==> src/design/rcsp_pkg.sv <==
package rcsp_pkg;

  // Character codes seen on the stream
  localparam logic [7:0] CH_STAR   = 8'h2A;
  localparam logic [7:0] CH_DOLLAR = 8'h24;
  localparam logic [7:0] CH_CR     = 8'h0D;
  localparam logic [7:0] CH_LF     = 8'h0A;
  localparam logic [7:0] CH_ZERO   = 8'h30;
  localparam logic [7:0] CH_NINE   = 8'h39;

  // Field widths
  localparam int unsigned ARG_W   = 20;
  localparam int unsigned LEN_W   = 32;
  localparam int unsigned ACC_W   = 36;   // holds limit * 10 + 9
  localparam int unsigned CFG_IDX_W = 2;

  // Configuration register indexes
  localparam logic [CFG_IDX_W-1:0] CFG_MAX_ELEMENTS    = 2'd0;
  localparam logic [CFG_IDX_W-1:0] CFG_MAX_BULK_LENGTH = 2'd1;
  localparam logic [CFG_IDX_W-1:0] CFG_MAX_PENDING     = 2'd2;

  // Configuration reset values
  localparam logic [ARG_W-1:0] RST_MAX_ELEMENTS    = 20'd1024;
  localparam logic [LEN_W-1:0] RST_MAX_BULK_LENGTH = 32'd16777216;
  localparam logic [LEN_W-1:0] RST_MAX_PENDING     = 32'd67108864;

  typedef enum logic [3:0] {
    PH_ARRAY    = 4'd0,
    PH_COUNT    = 4'd1,
    PH_COUNT_LF = 4'd2,
    PH_BULK     = 4'd3,
    PH_LEN      = 4'd4,
    PH_LEN_LF   = 4'd5,
    PH_DATA     = 4'd6,
    PH_DATA_CR  = 4'd7,
    PH_DATA_LF  = 4'd8,
    PH_HALT     = 4'd9
  } phase_t;

  typedef enum logic [1:0] {
    KIND_PAYLOAD   = 2'd0,
    KIND_ARG_DONE  = 2'd1,
    KIND_CMD_EMPTY = 2'd2,
    KIND_ERROR     = 2'd3
  } kind_t;

  typedef enum logic [2:0] {
    ERR_ARRAY_MARKER = 3'd0,
    ERR_BAD_COUNT    = 3'd1,
    ERR_COUNT_LIMIT  = 3'd2,
    ERR_BULK_MARKER  = 3'd3,
    ERR_BAD_LENGTH   = 3'd4,
    ERR_LENGTH_LIMIT = 3'd5,
    ERR_MISSING_CRLF = 3'd6,
    ERR_OVERRUN      = 3'd7
  } err_code_t;

  typedef struct packed {
    logic [ARG_W-1:0] max_elements;
    logic [LEN_W-1:0] max_bulk_length;
    logic [LEN_W-1:0] max_pending;
  } cfg_t;

  typedef struct packed {
    kind_t            kind;
    logic [7:0]       payload_byte;
    logic [ARG_W-1:0] arg_number;
    logic             command_done;
    err_code_t        error_code;
  } result_t;

endpackage

==> src/design/rcsp_cfg_regs.sv <==
module rcsp_cfg_regs (
  input  logic                          clk,
  input  logic                          rst_n,
  input  logic                          cfg_valid,
  input  logic [rcsp_pkg::CFG_IDX_W-1:0] cfg_index,
  input  logic [rcsp_pkg::LEN_W-1:0]    cfg_data,
  output logic                          cfg_ready,
  output rcsp_pkg::cfg_t                cfg
);
  import rcsp_pkg::*;

  cfg_t cfg_r;

  assign cfg_ready = 1'b1;
  assign cfg       = cfg_r;

  // Register file; unknown indexes are dropped
  always_ff @(posedge clk) begin
    if (!rst_n) begin
      cfg_r.max_elements    <= RST_MAX_ELEMENTS;
      cfg_r.max_bulk_length <= RST_MAX_BULK_LENGTH;
      cfg_r.max_pending     <= RST_MAX_PENDING;
    end else if (cfg_valid) begin
      case (cfg_index)
        CFG_MAX_ELEMENTS:    cfg_r.max_elements    <= cfg_data[ARG_W-1:0];
        CFG_MAX_BULK_LENGTH: cfg_r.max_bulk_length <= cfg_data;
        CFG_MAX_PENDING:     cfg_r.max_pending     <= cfg_data;
        default: ;
      endcase
    end
  end

endmodule

==> src/design/rcsp_in_reg.sv <==
module rcsp_in_reg (
  input  logic       clk,
  input  logic       rst_n,
  input  logic       in_valid,
  input  logic [7:0] in_rx_byte,
  output logic       in_ready,
  input  logic       take,
  output logic       byte_vld,
  output logic [7:0] byte_q
);

  logic       vld_r;
  logic [7:0] byte_r;

  // Slot is free when empty or drained this cycle
  assign in_ready = !vld_r || take;
  assign byte_vld = vld_r;
  assign byte_q   = byte_r;

  always_ff @(posedge clk) begin
    if (!rst_n) begin
      vld_r <= 1'b0;
    end else if (in_ready) begin
      vld_r <= in_valid;
    end
  end

  always_ff @(posedge clk) begin
    if (in_valid && in_ready) begin
      byte_r <= in_rx_byte;
    end
  end

endmodule

==> src/design/rcsp_core.sv <==
module rcsp_core (
  input  logic              clk,
  input  logic              rst_n,
  input  logic              go,
  input  logic [7:0]        rx_byte,
  input  rcsp_pkg::cfg_t    cfg,
  output logic              res_en,
  output rcsp_pkg::result_t res
);
  import rcsp_pkg::*;

  phase_t           phase_r, phase_nxt;
  logic [LEN_W-1:0] acc_r, acc_nxt;
  logic             seen_r, seen_nxt;
  logic [ARG_W-1:0] elem_r, elem_nxt;
  logic [ARG_W-1:0] arg_r, arg_nxt;
  logic [LEN_W-1:0] left_r, left_nxt;
  logic [LEN_W-1:0] pend_r, pend_nxt;
  logic             err_r, err_nxt;

  logic             is_dig, is_cr, is_lf;
  logic [ACC_W-1:0] acc_ext, acc_mul, limit_ext;
  logic [3:0]       digit;
  logic             over, overrun, active, fail, last_arg;
  err_code_t        fail_code;

  // Byte classes and the next decimal value
  assign is_dig    = (rx_byte >= CH_ZERO) && (rx_byte <= CH_NINE);
  assign is_cr     = (rx_byte == CH_CR);
  assign is_lf     = (rx_byte == CH_LF);
  assign digit     = 4'(rx_byte - CH_ZERO);
  assign acc_ext   = {{(ACC_W-LEN_W){1'b0}}, acc_r};
  assign acc_mul   = (acc_ext << 3) + (acc_ext << 1) + {{(ACC_W-4){1'b0}}, digit};
  assign limit_ext = (phase_r == PH_COUNT)
                   ? {{(ACC_W-ARG_W){1'b0}}, cfg.max_elements}
                   : {{(ACC_W-LEN_W){1'b0}}, cfg.max_bulk_length};
  assign over      = acc_mul > limit_ext;
  assign overrun   = pend_r >= cfg.max_pending;
  assign active    = go && !err_r;
  assign last_arg  = elem_r <= {{(ARG_W-1){1'b0}}, 1'b1};

  // Fault detection and result decode
  always_comb begin
    fail      = 1'b0;
    fail_code = ERR_ARRAY_MARKER;
    res_en    = 1'b0;
    res       = '{kind: KIND_PAYLOAD, payload_byte: 8'd0, arg_number: arg_r,
                  command_done: 1'b0, error_code: ERR_ARRAY_MARKER};
    if (active) begin
      if (overrun) begin
        fail      = 1'b1;
        fail_code = ERR_OVERRUN;
      end else begin
        case (phase_r)
          PH_ARRAY: begin
            if (rx_byte != CH_STAR) begin
              fail      = 1'b1;
              fail_code = ERR_ARRAY_MARKER;
            end
          end
          PH_COUNT: begin
            if (is_dig) begin
              if (over) begin
                fail      = 1'b1;
                fail_code = ERR_COUNT_LIMIT;
              end
            end else if (!(is_cr && seen_r)) begin
              fail      = 1'b1;
              fail_code = ERR_BAD_COUNT;
            end
          end
          PH_COUNT_LF: begin
            if (!is_lf) begin
              fail      = 1'b1;
              fail_code = ERR_BAD_COUNT;
            end else if (acc_r[ARG_W-1:0] == '0) begin
              res_en           = 1'b1;
              res.kind         = KIND_CMD_EMPTY;
              res.arg_number   = '0;
              res.command_done = 1'b1;
            end
          end
          PH_BULK: begin
            if (rx_byte != CH_DOLLAR) begin
              fail      = 1'b1;
              fail_code = ERR_BULK_MARKER;
            end
          end
          PH_LEN: begin
            if (is_dig) begin
              if (over) begin
                fail      = 1'b1;
                fail_code = ERR_LENGTH_LIMIT;
              end
            end else if (!(is_cr && seen_r)) begin
              fail      = 1'b1;
              fail_code = ERR_BAD_LENGTH;
            end
          end
          PH_LEN_LF: begin
            if (!is_lf) begin
              fail      = 1'b1;
              fail_code = ERR_BAD_LENGTH;
            end
          end
          PH_DATA: begin
            res_en           = 1'b1;
            res.kind         = KIND_PAYLOAD;
            res.payload_byte = rx_byte;
          end
          PH_DATA_CR: begin
            if (!is_cr) begin
              fail      = 1'b1;
              fail_code = ERR_MISSING_CRLF;
            end
          end
          PH_DATA_LF: begin
            if (!is_lf) begin
              fail      = 1'b1;
              fail_code = ERR_MISSING_CRLF;
            end else begin
              res_en           = 1'b1;
              res.kind         = KIND_ARG_DONE;
              res.command_done = last_arg;
            end
          end
          default: ;
        endcase
      end
      if (fail) begin
        res_en         = 1'b1;
        res.kind       = KIND_ERROR;
        res.error_code = fail_code;
      end
    end
  end

  // Next parse phase
  always_comb begin
    phase_nxt = phase_r;
    if (active) begin
      if (fail) begin
        phase_nxt = PH_HALT;
      end else begin
        case (phase_r)
          PH_ARRAY:    phase_nxt = PH_COUNT;
          PH_COUNT:    if (is_cr) phase_nxt = PH_COUNT_LF;
          PH_COUNT_LF: phase_nxt = (acc_r[ARG_W-1:0] == '0) ? PH_ARRAY : PH_BULK;
          PH_BULK:     phase_nxt = PH_LEN;
          PH_LEN:      if (is_cr) phase_nxt = PH_LEN_LF;
          PH_LEN_LF:   phase_nxt = (acc_r == '0) ? PH_DATA_CR : PH_DATA;
          PH_DATA:     if (left_r == {{(LEN_W-1){1'b0}}, 1'b1}) phase_nxt = PH_DATA_CR;
          PH_DATA_CR:  phase_nxt = PH_DATA_LF;
          PH_DATA_LF:  phase_nxt = last_arg ? PH_ARRAY : PH_BULK;
          default:     phase_nxt = phase_r;
        endcase
      end
    end
  end

  // Counters and accumulator
  always_comb begin
    acc_nxt  = acc_r;
    seen_nxt = seen_r;
    elem_nxt = elem_r;
    arg_nxt  = arg_r;
    left_nxt = left_r;
    pend_nxt = pend_r;
    err_nxt  = err_r;
    if (active) begin
      if (fail) begin
        err_nxt = 1'b1;
      end else begin
        pend_nxt = pend_r + 1'b1;
        case (phase_r)
          PH_ARRAY, PH_BULK: begin
            acc_nxt  = '0;
            seen_nxt = 1'b0;
          end
          PH_COUNT, PH_LEN: begin
            if (is_dig) begin
              acc_nxt  = acc_mul[LEN_W-1:0];
              seen_nxt = 1'b1;
            end
          end
          PH_COUNT_LF: begin
            elem_nxt = acc_r[ARG_W-1:0];
            arg_nxt  = '0;
            if (acc_r[ARG_W-1:0] == '0) pend_nxt = '0;
          end
          PH_LEN_LF: left_nxt = acc_r;
          PH_DATA:   left_nxt = left_r - 1'b1;
          PH_DATA_LF: begin
            if (last_arg) begin
              elem_nxt = '0;
              arg_nxt  = '0;
              pend_nxt = '0;
            end else begin
              elem_nxt = elem_r - 1'b1;
              arg_nxt  = arg_r + 1'b1;
            end
          end
          default: ;
        endcase
      end
    end
  end

  always_ff @(posedge clk) begin
    if (!rst_n) begin
      phase_r <= PH_ARRAY;
      acc_r   <= '0;
      seen_r  <= 1'b0;
      elem_r  <= '0;
      arg_r   <= '0;
      left_r  <= '0;
      pend_r  <= '0;
      err_r   <= 1'b0;
    end else begin
      phase_r <= phase_nxt;
      acc_r   <= acc_nxt;
      seen_r  <= seen_nxt;
      elem_r  <= elem_nxt;
      arg_r   <= arg_nxt;
      left_r  <= left_nxt;
      pend_r  <= pend_nxt;
      err_r   <= err_nxt;
    end
  end

endmodule

==> src/design/rcsp_out_reg.sv <==
module rcsp_out_reg (
  input  logic              clk,
  input  logic              rst_n,
  input  logic              load,
  input  logic              res_en,
  input  rcsp_pkg::result_t res,
  input  logic              out_ready,
  output logic              out_valid,
  output logic              slot_free,
  output rcsp_pkg::result_t res_q
);
  import rcsp_pkg::*;

  logic    vld_r;
  result_t res_r;

  assign slot_free = !vld_r || out_ready;
  assign out_valid = vld_r;
  assign res_q     = res_r;

  // Result register: reloaded on every core step, drained by out_ready
  always_ff @(posedge clk) begin
    if (!rst_n) begin
      vld_r <= 1'b0;
    end else if (load) begin
      vld_r <= res_en;
    end else if (out_ready) begin
      vld_r <= 1'b0;
    end
  end

  always_ff @(posedge clk) begin
    if (load && res_en) begin
      res_r <= res;
    end
  end

endmodule

==> src/design/resp_command_stream_parser.sv <==
// Channel   Direction  Handshake            Payload
// in_       input      in_valid/in_ready    in_rx_byte
// out_      output     out_valid/out_ready  kind, payload_byte, arg_number,
//                                           command_done, error_code
// cfg_      input      cfg_valid/cfg_ready  cfg_index, cfg_data
//
// One byte per cycle sustained while out_ready keeps the result register draining: a
// request is held in the input register, is parsed by the core and lands in the result
// register. cfg_ready is always high.
// Synchronous active-low reset restores limits and the parser state.
// A stalled result register holds the core and, through it, the input side.
module resp_command_stream_parser (
  input  logic                           clk,
  input  logic                           rst_n,
  input  logic                           in_valid,
  output logic                           in_ready,
  input  logic [7:0]                     in_rx_byte,
  output logic                           out_valid,
  input  logic                           out_ready,
  output logic [1:0]                     out_kind,
  output logic [7:0]                     out_payload_byte,
  output logic [rcsp_pkg::ARG_W-1:0]     out_arg_number,
  output logic                           out_command_done,
  output logic [2:0]                     out_error_code,
  input  logic                           cfg_valid,
  output logic                           cfg_ready,
  input  logic [rcsp_pkg::CFG_IDX_W-1:0] cfg_index,
  input  logic [rcsp_pkg::LEN_W-1:0]     cfg_data
);
  import rcsp_pkg::*;

  cfg_t       cfg;
  logic       byte_vld, slot_free, go, res_en;
  logic [7:0] byte_q;
  result_t    res, res_q;

  // Core steps when a byte is held and the result slot can take it
  assign go = byte_vld && slot_free;

  rcsp_cfg_regs u_cfg (
    .clk       (clk),
    .rst_n     (rst_n),
    .cfg_valid (cfg_valid),
    .cfg_index (cfg_index),
    .cfg_data  (cfg_data),
    .cfg_ready (cfg_ready),
    .cfg       (cfg)
  );

  rcsp_in_reg u_in (
    .clk        (clk),
    .rst_n      (rst_n),
    .in_valid   (in_valid),
    .in_rx_byte (in_rx_byte),
    .in_ready   (in_ready),
    .take       (go),
    .byte_vld   (byte_vld),
    .byte_q     (byte_q)
  );

  rcsp_core u_core (
    .clk     (clk),
    .rst_n   (rst_n),
    .go      (go),
    .rx_byte (byte_q),
    .cfg     (cfg),
    .res_en  (res_en),
    .res     (res)
  );

  rcsp_out_reg u_out (
    .clk       (clk),
    .rst_n     (rst_n),
    .load      (go),
    .res_en    (res_en),
    .res       (res),
    .out_ready (out_ready),
    .out_valid (out_valid),
    .slot_free (slot_free),
    .res_q     (res_q)
  );

  assign out_kind         = res_q.kind;
  assign out_payload_byte = res_q.payload_byte;
  assign out_arg_number   = res_q.arg_number;
  assign out_command_done = res_q.command_done;
  assign out_error_code   = res_q.error_code;

endmodule

==> config.mk <==
export PLATFORM = sky130hd
export DESIGN_NAME = resp_command_stream_parser
export DESIGN_NICKNAME = d
export VERILOG_FILES = /design/src/design/rcsp_pkg.sv /design/src/design/rcsp_cfg_regs.sv /design/src/design/rcsp_in_reg.sv /design/src/design/rcsp_core.sv /design/src/design/rcsp_out_reg.sv /design/src/design/resp_command_stream_parser.sv
export SDC_FILE = /design/constraint.sdc
export NUM_CORES = 1
export LEC_CHECK = 0
export BUFFER_PORTS_ARGS = -buffer_cell sky130_fd_sc_hd__buf_2
export CAP_MARGIN = 20
export CORE_ASPECT_RATIO = 0.8
export CORE_MARGIN = 2
export CORE_UTILIZATION = 57
export CTS_CLUSTER_DIAMETER = 50
export CTS_CLUSTER_SIZE = 28
export DETAILED_ROUTE_END_ITERATION = 7
export PLACE_DENSITY = 0.75
export SYNTH_ARGS = -nofsm -noshare
export SYNTH_HDL_FRONTEND = slang
export SYNTH_SLANG_ARGS = --single-unit
==> constraint.sdc <==
create_clock -name clk -period 13.8 [get_ports clk]
set_input_delay 1.38 -clock clk [delete_from_list [all_inputs] [get_ports clk]]
set_output_delay 1.38 -clock clk [all_outputs]
set_load 0.005 [all_outputs]
[After elaboration in Yosys (flattened, before gate mapping)]
Index checks and enable logic that the tools add are counted.
Operators by class
  add/subtract/negate cells: 7
  $lt $le $gt $ge: 5
  equality and inequality tests: 19
  mux-type cells: 68
  bitwise logic cells: 3
  reduce and logical (&&, ||, !) cells: 35
Operators by type and width (number)
  one-hot mux 32 bit (2 select lines): 3
  two-way mux 32 bit: 4
  one-hot mux 20 bit (2 select lines): 2
  two-way mux 20 bit: 3
  two-way mux 21 bit: 2
  adder 35 x 33 -> 36 bit: 1
  adder 36 x 4 -> 36 bit: 1
  greater-than comparator 36 bit: 1
  one-hot mux 4 bit (9 select lines): 1
  adder 32 x 1 -> 32 bit (second input constant): 1
  == test 32 x 1 -> 1 bit (second input constant): 1
  >= comparator 32 bit: 1
  zero test 32 bit: 1
  subtractor 32 x 1 -> 32 bit (second input constant): 1
  two-way mux 31 bit: 1
  two-way mux 3 bit: 9
  two-way mux 1 bit: 24
  two-way mux 24 bit: 1
  one-hot mux 3 bit (7 select lines): 1
  adder 20 x 1 -> 20 bit (second input constant): 1
  less-or-equal comparator 20 x 1 -> 1 bit (second input constant): 1
  zero test 20 bit: 1
  subtractor 20 x 1 -> 20 bit (second input constant): 1
  == test 4 x 3 -> 1 bit (second input constant): 4
  other kinds (33): 70
Word-level totals
  register bits after elaboration: 270
  bits of input ports: 47
  output and inout port bits: 37

[Longest topological paths before layout]
Gate-level depths: netlist (run 1).
  depth in word-level cells: 11
  mapped depth: 25
  mapped depth without buffers: 22

[By module]
A second synthesis (run 1) with hierarchy kept.
Unflattened totals
  cells, all modules: 1999
  area, all modules: 16718.5 um2
By module, submodules not included
  rcsp_core: instances 1, cells each 1630, area an instance 12199.2 um2
  rcsp_cfg_regs: instances 1, cells each 316, area an instance 3143.0 um2
  rcsp_out_reg: instances 1, cells each 39, area an instance 1072.3 um2
  rcsp_in_reg: instances 1, cells each 13, area an instance 297.8 um2
  resp_command_stream_parser: instances 1, cells each 1, area an instance 6.3 um2

[Least setup slack after synthesis (run 1)]
OpenSTA, ideal clock, no wires.
  path type: reg-to-reg
  from: reg u_in.byte_r[3], in the netlist u_in.byte_q[3]
  to: reg u_out.res_r, in the netlist u_out.res_q[0], enable pin
  setup time: 446 ps
  data arrival time: 6383 ps
  required time: 13354 ps
  slack: 6971 ps
  stages on the path, launching flop included: 20
  period minus slack after synthesis: 6829 ps
  cells stage by stage: edfxtp_1 > fa_1 > fa_1 > a211o_1 > a211oi_2 > nor4_2 > o21a_1 > a21oi_1 > o21bai_1 > a21o_1 > o311ai_0 > ha_1 > and4_1 > a31oi_1 > nor4_1 > nand3_1 > nor4_4 > o211ai_1 > nor2_1 > a31oi_1
On the way
  cells in the longest elaborated chain, start to end: 11
  elaborated cells between the ends (all ways): 28
Ends and longest elaborated chain
  start, declared: RTL line rcsp_in_reg.sv:13  | logic [7:0] byte_r;
  start signal, assigned: RTL line rcsp_in_reg.sv:30  | byte_r <= in_rx_byte;
  subtractor 4 x 1 -> 4 bit: RTL line rcsp_core.sv:31  | assign digit = 4'(rx_byte - CH_ZERO);
  adder 36 x 4 -> 36 bit: RTL line rcsp_core.sv:33  | assign acc_mul = (acc_ext << 3) + (acc_ext << 1) + {{(ACC_W-4){1'b0}}, digit};
  greater-than comparator 36 bit: RTL line rcsp_core.sv:37  | assign over = acc_mul > limit_ext;
  two-way mux 1 bit: RTL line rcsp_core.sv:63, rcsp_core.sv:91
  two-way mux 1 bit: RTL line rcsp_core.sv:62  | if (is_dig) begin
  one-hot mux 1 bit (5 select lines): RTL line rcsp_core.sv:54  | case (phase_r)
  two-way mux 1 bit: RTL line rcsp_core.sv:50  | if (overrun) begin
  two-way mux 1 bit: RTL line rcsp_core.sv:49  | if (active) begin
  two-way mux 1 bit (*): RTL line rcsp_core.sv:130  | if (fail) begin
  two-way mux 1 bit (*): RTL line rcsp_core.sv:49
  logical AND 1 bit (*): RTL line rcsp_out_reg.sv:33  | if (load && res_en) begin
  end signal, assigned: RTL line rcsp_out_reg.sv:34  | res_r <= res;
  end, declared: RTL line rcsp_out_reg.sv:15  | result_t res_r;
Mark *: on every way between the ends. The rest lies on a longest branch, timed or not. The select of a mux whose other input is x is not followed.
A chain may end at the register's enable or synchronous reset.

[Worst setup path after layout (run 1)]
  from: reg u_core.acc_r[2]
  to: reg u_core.acc_r[15]
On the way
  cells in the longest elaborated chain, start to end: 11
  elaborated cells between the ends (all ways): 13
Ends and longest elaborated chain
  start, declared: RTL line rcsp_core.sv:13  | logic [LEN_W-1:0] acc_r, acc_nxt;
  start signal, assigned: RTL line rcsp_core.sv:221  | acc_r <= acc_nxt;
  adder 35 x 33 -> 36 bit (*): RTL line rcsp_core.sv:33
  adder 36 x 4 -> 36 bit (*): RTL line rcsp_core.sv:33
  greater-than comparator 36 bit: RTL line rcsp_core.sv:37
  two-way mux 1 bit: RTL line rcsp_core.sv:63, rcsp_core.sv:91
  two-way mux 1 bit: RTL line rcsp_core.sv:62
  one-hot mux 1 bit (5 select lines): RTL line rcsp_core.sv:54
  two-way mux 1 bit: RTL line rcsp_core.sv:50
  two-way mux 1 bit (2 in series): RTL line rcsp_core.sv:49
  NOT 1 bit (no line)
  AND reduction 4 bit (no line)
Marked as above.

==> results of run 1 <==
-- layout make-up --
| class | count | area (um2) |
|---|---|---|
| fillers | 2395 | 10140 |
| multi-input cells | 1538 | 9888 |
| flip-flops and latches | 270 | 5826 |
| clock buffers | 27 | 675.6 |
| repair buffers | 101 | 628.1 |
| well taps | 370 | 462.9 |
| clock inverters | 22 | 354.1 |
| inverters | 64 | 240.2 |
-- power groups by stage --
stage | Combinational, mW | Sequential, mW | Clock, mW
4_1_cts | 0.122 | 0.827 | 0.833
5_1_grt | 0.136 | 0.829 | 0.864
2_1_floorplan | 0.0778 | 0.842 | 0
3_3_place_gp | 0.116 | 0.845 | 0
3_5_place_dp | 0.121 | 0.845 | 0
6_report | 0.125 | 0.827 | 0.823
-- cell usage in the layout, fill, tap and decap left out, drive strengths merged, types with 7 or more instances in the layout --
| master | n |
|---|---|
| a211oi | 8 |
| a21boi | 89 |
| a21o | 33 |
| a21oi | 130 |
| a22o | 33 |
| a22oi | 15 |
| a31oi | 19 |
| and2 | 46 |
| and3 | 31 |
| and4 | 12 |
| buf | 101 |
| clkbuf | 27 |
| clkinv | 8 |
| dfxtp | 228 |
| edfxtp | 42 |
| ha | 133 |
| inv | 76 |
| mux2i | 39 |
| nand2 | 314 |
| nand2b | 8 |
| nand3 | 42 |
| nand3b | 7 |
| nand4 | 39 |
| nor2 | 125 |
| nor2b | 23 |
| nor3 | 48 |
| nor4 | 29 |
| o211ai | 23 |
| o21a | 9 |
| o21ai | 115 |
| o22ai | 9 |
| o31ai | 18 |
| or3 | 14 |
| or4 | 13 |
| xnor2 | 24 |
| xor2 | 21 |
-- registers in the layout, summed over array words and instances (netlist names) --
register,count
u_out.out_valid,1
u_in.byte_vld,1
u_core.pend_r,32
u_cfg.cfg,84
u_core.acc_r,32
u_core.left_r,32
u_out.res_q,34
u_core.elem_r,20
u_core.phase_r,4
u_core.seen_r,1
u_core.err_r,1
u_in.byte_q,8
u_core.arg_r,20
-- metrics by stage --
stage,std cells,worst slack [ns],instance area [um2],util
after floorplan,1979,6.971,16350,-
after global placement,2339,6.957,16940,0.6005
after detailed placement,2341,6.809,17000,0.6024
after CTS,2390,6.772,18030,0.6389
after global routing,2392,6.282,18070,0.6406
final,2392,6.722,18070,0.6406
-- per-layer routing --
layer	up-vias	track usage	part of all wire
met3	80	0.05246	0.088
met1	7007	0.4486	0.46
met5	-	0	0
met4	0	0.07452	0.026
met2	629	0.4682	0.43
li1	7226	-	-
-- path summary, 6_finish.rpt --
kind                                              startpoint                             to  cells past startpoint  slack (ns)
worst min register to register    u_core.seen_r$_SDFFE_PN0P_     u_core.seen_r$_SDFFE_PN0P_                      1        0.46
worst max-delay path            u_core.acc_r[2]$_SDFFE_PN0P_  u_core.acc_r[15]$_SDFFE_PN0P_                     21        6.72
worst min-delay path              u_core.seen_r$_SDFFE_PN0P_     u_core.seen_r$_SDFFE_PN0P_                      1        0.46
worst max register to register  u_core.acc_r[2]$_SDFFE_PN0P_  u_core.acc_r[15]$_SDFFE_PN0P_                     21        6.72
-- logic make-up (layout without fill, tap and decap cells) --
group / Yosys count / in the layout / share of synthesized area
AND/OR/NAND/NOR: 775 / 775 / 0.2313
flip-flops: 270 / 270 / 0.3564
XOR/XNOR: 45 / 45 / 0.02411
multiplexers: 39 / 39 / 0.02388
adder cells (fa/ha/maj): 135 / 135 / 0.1042
AO/OA/AOI/OAI: 543 / 543 / 0.2190
buffers and inverters: 171 / 214 / 0.04087
other: 1 / 1 / 0.0002294
-- critical path: stages (launching register included) --
cell	delay, ns
dfxtp_1	0.54
fa_1	0.53
fa_1	0.51
a211o_1	0.32
a211oi_2	0.36
nor4_2	0.13
o21a_1	0.21
a21oi_1	0.26
o21bai_1	0.10
a21o_1	0.21
o311ai_0	0.53
ha_1	0.34
a21o_1	0.16
a21oi_1	0.15
a31oi_1	0.07
nor4_1	0.29
nand3_1	0.25
nor4_4	0.54
o211ai_2	0.43
o21a_1	0.55
buf_16	0.27
a22o_1	0.19
==> results.sh, run 1 <==
export IMPL_yosys_area_top_type="dfxtp_1"
export IMPL_peakVddDrop_v=0.0001288
export IMPL_hold_ws_ns=0.4592
export IMPL_via_count=14940
export IMPL_hold_buffers=0
export IMPL_synth_top_cells_by_count="314 x nand2_1, 228 x dfxtp_1, 133 x ha_1"
export IMPL_p_clk_frac=0.464
export IMPL_grt_pass1_vias=13600
export IMPL_synthCells=1979
export IMPL_rsz0062_at_grt="false"
export IMPL_dp_hpwl_mm=34.92
export IMPL_clock_skew_ns=0.01762
export IMPL_synth_top_area_share=0.2792
export IMPL_post_cts_setup_buffer_count=0
export IMPL_setup_viol=0
export IMPL_leakagePower_nw=7.402
export IMPL_critPathMaxFanout=21
export IMPL_cp_start_kind="flip-flop"
export IMPL_yosysSeqAreaShare=0.3564
export IMPL_pin_count=84
export IMPL_grt_pass1_wl_mm=74.60
export IMPL_power_mw=1.775
export IMPL_slew_headroom=0.3122
export IMPL_die_h_um=155.5
export IMPL_antenna_found_initial=0
export IMPL_die_w_um=193.3
export IMPL_drc_errors=0
export IMPL_report_final_slew_viol_count=0
export IMPL_ys_async_sr_fraction=0
export IMPL_pwr_share_comb=0.070
export IMPL_final_nets=2184
export IMPL_cts_tree="built"
export IMPL_grt_usage=0.3059
export IMPL_dieArea_um2=30060
export IMPL_period_needed_ns=7.078
export IMPL_synth_edf_count=42
export IMPL_required_ns=14.25
export IMPL_post_synth_top_count_cell="nand2_1"
export IMPL_yosys_cell_types_count=82
export IMPL_avgSynthCellArea_um2=8.260
export IMPL_post_route_period_util=0.5129
export IMPL_clockBufferDepth=3
export IMPL_start_util=0.5794
export IMPL_power_per_cell_area_nw_per_um2=98.19
export IMPL_io_buffers=82
export IMPL_drt_first_pass_iters=5
export IMPL_maxCapViolCount=0
export IMPL_worst_pin_slew_ns=1.028
export IMPL_worstPathArrival_ns=7.53
export IMPL_row_count=55
export IMPL_clk_pin_slew_ns=0.08
export IMPL_clk_latency_ns=0.57
export IMPL_switching_power_uw=507.2
export IMPL_seq_power_share=0.466
export IMPL_synth_area_leaders="dfxtp_1 28%, ha_1 10%, edfxtp_1 7.7%, nand2_1 7.2%, a21boi_0 4.1%"
export IMPL_status="finished, final reports clean"
export IMPL_drtAntennaViolNets=0
export IMPL_hold_path_class="flip-flop to flip-flop"
export IMPL_routabilityCongestion=0.9762
export IMPL_sw_frac_of_total=0.2858
export IMPL_initialDrtViolationCount=1326
export IMPL_antennaDiodeCount=0
export IMPL_clock_fmax_mhz=141.3
export IMPL_numClockSinks=270
export IMPL_cts_inserted_buffers=27
export IMPL_h_tree_depth=1
export IMPL_postRouteWirelength_mm=47.10
export IMPL_layout_drive_gt1_share=0.09001
export IMPL_p_int_mw=1.268
export IMPL_syn_area_um2=16350
export IMPL_wire_per_inst_um=19.69
export IMPL_synth_nets=2161
export IMPL_finalHoldViolCount=0
export IMPL_ys_ff_latch=270
export IMPL_final_setup_tns_ns=0
export IMPL_cts_root_buffer="clkbuf_16"
export IMPL_timing_critical_path_to_type="flip-flop"
export IMPL_routed_via_density=6.247
export IMPL_grt_max_degree=82
export IMPL_ys_flop_type="dfxtp_1"
export IMPL_yosys_warnings=0
export IMPL_cts_resized=0
export IMPL_core_area_um2=28210
export IMPL_critical_path_class="flip-flop to flip-flop"
export IMPL_gr_total_overflow=0
export IMPL_syn_to_final_growth_pct=10.57
Note: power is estimated with default switching activity, not from simulation.
==> run 2, diff against run 1 <==
--- a/config.mk
+++ b/config.mk
@@ -5,6 +5,7 @@
 export SDC_FILE = /design/constraint.sdc
 export NUM_CORES = 1
 export LEC_CHECK = 0
+export ABC_AREA = 1
 export BUFFER_PORTS_ARGS = -buffer_cell sky130_fd_sc_hd__buf_2
 export CAP_MARGIN = 20
 export CORE_ASPECT_RATIO = 0.8
@@ -13,7 +14,7 @@
 export CTS_CLUSTER_DIAMETER = 50
 export CTS_CLUSTER_SIZE = 28
 export DETAILED_ROUTE_END_ITERATION = 7
-export PLACE_DENSITY = 0.75
+export PLACE_DENSITY = 0.78
 export SYNTH_ARGS = -nofsm -noshare
 export SYNTH_HDL_FRONTEND = slang
 export SYNTH_SLANG_ARGS = --single-unit
==> constraint.sdc (replaced) <==
create_clock -name clk -period 6.39 [get_ports clk]
set_input_delay 0.639 -clock clk [delete_from_list [all_inputs] [get_ports clk]]
set_output_delay 0.639 -clock clk [all_outputs]
set_load 0.005 [all_outputs]
==> run 2 against run 1 <==
Cell area rose by 5.0%; sequential share of layout area fell by 1.5 points; clock power rose by 110%; hold slack got worse by 0.25 ns; synthesized cell count rose by 27%; largest cell class unchanged; area after synthesis rose by 6.2%; setup slack got worse by 5.7 ns; critical path depth rose by 1; cell count rose by 25%; flip-flop and latch count did not move.
==> results.sh, run 2 <==
export IMPL_status="finished, final reports clean"
export IMPL_final_nets=2729
export IMPL_cp_common_cell="nand2_1"
export IMPL_post_cts_setup_buffer_count=0
export IMPL_clock_skew_ns=0.02356
export IMPL_stdcell_count=2982
export IMPL_report_final_slew_viol_count=0
export IMPL_yosys_area_top_type="dfxtp_1"
export IMPL_r2r_end="u_core.pend_r[0]$_SDFFE_PN0P_"
export IMPL_pin_count=84
export IMPL_critical_path_class="flip-flop to flip-flop"
export IMPL_yosys_cell_types_count=52
export IMPL_drc_errors=0
export IMPL_grt_usage=0.3229
export IMPL_required_ns=6.82
export IMPL_core_area_um2=30170
export IMPL_holdCritStartpoint="in_rx_byte[4]"
export IMPL_reg2reg_depth=22
export IMPL_post_synth_top_count_cell="nand2_1"
export IMPL_grt_max_degree=82
export IMPL_synth_compound_gate_area_share=0.1507
export IMPL_worstPathArrival_ns=5.75
export IMPL_post_route_period_util=0.8329
export IMPL_synth_top_area_share=0.2630
export IMPL_rsz0062_at_grt="false"
export IMPL_clk_latency_ns=0.60
export IMPL_grt_pass1_vias=15780
export IMPL_clockBufferDepth=3
export IMPL_die_h_um=160.1
export IMPL_synthSimpleGateAreaFrac=0.2769
export IMPL_synthCells=2516
export IMPL_reg2reg_from="u_in.byte_q[3]$_DFFE_PP_"
export IMPL_routed_via_density=5.731
export IMPL_row_count=57
export IMPL_leakagePower_nw=8.815
export IMPL_final_setup_tns_ns=0
export IMPL_clock_fmax_mhz=187.9
export IMPL_wire_per_inst_um=17.35
export IMPL_final_common_cell="nand2_1"
export IMPL_dp_hpwl_mm=38.60
export IMPL_whs_endpoint="u_in.byte_q[4]$_DFFE_PP_"
export IMPL_dp_worst_setup_slack_ns=1.092
export IMPL_hold_buffers=0
export IMPL_layout_drive_gt1_share=0.07087
export IMPL_yosysSeqAreaShare=0.3357
export IMPL_hold_path_class="primary input to flip-flop"
export IMPL_routabilityCongestion=1.011
export IMPL_peakVddDrop_v=0.0002151
export IMPL_worst_pin_slew_ns=1.049
export IMPL_synth_top_family_by_area="simple AND/OR/NAND/NOR gates"
export IMPL_cts_inserted_buffers=28
export IMPL_cts_resized=0
export IMPL_cts_root_buffer="clkbuf_16"
export IMPL_gr_total_overflow=0
export IMPL_initialDrtViolationCount=1460
export IMPL_avgSynthCellArea_um2=6.898
export IMPL_syn_area_um2=17350
export IMPL_ys_flop_type="dfxtp_1"
export IMPL_slew_headroom=0.2992
export IMPL_critPathMaxFanout=8
export IMPL_dieArea_um2=31870
export IMPL_largest_reg_flops=84
export IMPL_syn_to_final_growth_pct=9.387
export IMPL_ys_async_sr_fraction=0
export IMPL_finalHoldViolCount=0
export IMPL_grt_pass1_wl_mm=82.61
export IMPL_postRouteWirelength_mm=51.74
export IMPL_period_needed_ns=5.322
export IMPL_synth_xor_area_frac=0.03987
export IMPL_power_per_cell_area_nw_per_um2=279.2
export IMPL_synth_top_cells_by_count="443 x nand2_1, 409 x nor2_1, 279 x inv_1"
export IMPL_min_path_cells=1
export IMPL_yosys_warnings=0
export IMPL_antenna_found_initial=1
export IMPL_drtAntennaViolNets=0
export IMPL_io_buffers=82
export IMPL_final_cell_mix="443 x nand2_1, 407 x nor2_1, 278 x inv_1, 228 x dfxtp_1, 213 x o21ai_0"
export IMPL_synth_area_leaders="dfxtp_1 26%, ha_1 9.6%, nand2_1 9.6%, nor2_1 8.8%, edfxtp_1 7.3%"
export IMPL_crit_chain="fa_1, fa_1, nand2_1, nand3_1, nand3_1, nand2_1, nand2_1, nand2_1, a21oi_1, o31ai_1, a21oi_1, xnor2_1, ha_1, nand4_1, nor3_1, nand3_1, nand2_1, nand3_2, nand3_2, nand4_1, o21ai_1, a21oi_1"
export IMPL_h_tree_depth=1
export IMPL_dpl_cell_area_um2=17970
export IMPL_ys_ff_latch=270
export IMPL_setup_viol=0
export IMPL_synth_adder_area_share=0.09820
export IMPL_timing_critical_path_to_type="flip-flop"
export IMPL_numClockSinks=270
export IMPL_maxCapViolCount=0
export IMPL_start_util=0.5753
export IMPL_drt_first_pass_iters=6
export IMPL_crit_path_max_incr_delay_ns=0.79
export IMPL_crit_slowest_cell="o21ai_1"
export IMPL_cp_start_kind="flip-flop"
export IMPL_synth_nets=2698
export IMPL_clk_pin_slew_ns=0.07
export IMPL_hold_ws_ns=0.2131
export IMPL_via_count=17090
export IMPL_synth_edf_count=42
export IMPL_r2r_setup_slack_ns=1.07
export IMPL_fin_ws_ns=1.068
export IMPL_die_w_um=199.1
export IMPL_synthMuxAreaShare=0.01096
export IMPL_final_cell_area_um2=18980
export IMPL_cts_tree="built"
export IMPL_dp_cells=2930
==> run 2: how the worst max path moves through the flow <==
| stage | from | endpoint | slack, ns | cells past startpoint |
|---|---|---|---|---|
| after floorplan | u_in.byte_q[3]$_DFFE_PP_ | u_out.res_q[0]$_SDFFCE_PN0P_ | 1.68 | 26 |
| after global placement | u_in.byte_q[3]$_DFFE_PP_ | u_core.acc_r[18]$_SDFFE_PN0P_ | 1.12 | 25 |
| after detailed placement | u_in.byte_q[3]$_DFFE_PP_ | u_core.pend_r[14]$_SDFFE_PN0P_ | 1.09 | 23 |
| after CTS | u_in.byte_q[3]$_DFFE_PP_ | u_core.pend_r[0]$_SDFFE_PN0P_ | 1.08 | 23 |
| after global routing | u_in.byte_q[3]$_DFFE_PP_ | u_core.pend_r[14]$_SDFFE_PN0P_ | 0.61 | 23 |
| final | u_in.byte_q[3]$_DFFE_PP_ | u_core.pend_r[0]$_SDFFE_PN0P_ | 1.07 | 22 |
==> run 2: cell type report <==
type	count	area, um2
multi-input combinational	1862	10010
tap	413	516.7
fill	2790	11180
timing repair buffer	100	548.0
antenna	1	2.502
inverter	285	1070
sequential	270	5826
clock inverter	21	297.8
clock buffer	30	708.2
==> run 2: critical path: cells and delay by family, from the launching register on <==
kind	cells	cell delay (ns)
DFF	1	0.47
and+or+nand+nor	13	1.63
AOI/OAI and AO/OA	5	1.56
xor gates and xnor gates	1	0.41
adders and majority gates	3	1.10
==> run 2: through the flow <==
stage	util	total power [mW]
CTS	0.6292	5.280
global route	0.6292	5.537
finish	0.6293	5.300
global placement	0.5958	3.507
floorplan	-	3.099
detailed placement	0.5958	3.530
==> run 2: report_power, final <==
| group | total (mW) | switching (mW) | internal, mW | leakage, nW |
|---|---|---|---|---|
| Sequential | 1.94 | 0.0699 | 1.87 | 2.25 |
| Clock | 1.76 | 0.845 | 0.913 | 0.484 |
| Combinational | 1.61 | 1.16 | 0.447 | 6.08 |
==> run 2: routing by layer <==
layer / wire length [um] / vias up / track usage
met5: 0 / - / 0
met4: 1653 / 0 / 0.1011
met3: 4152 / 117 / 0.04646
met2: 23450 / 693 / 0.5264
met1: 22490 / 7888 / 0.4406
li1: - / 8393 / -
==> run 2: kinds of logic (layout without fill, tap and decap cells) <==
group / after synthesis / after routing
AND/OR/NAND/NOR: 1140 / 1140
AO/OA/AOI/OAI: 488 / 488
buffers and inverters: 384 / 436
flip-flops: 270 / 270
adder cells (fa/ha/maj): 135 / 135
XOR/XNOR: 79 / 79
multiplexers: 19 / 19
other: 1 / 2
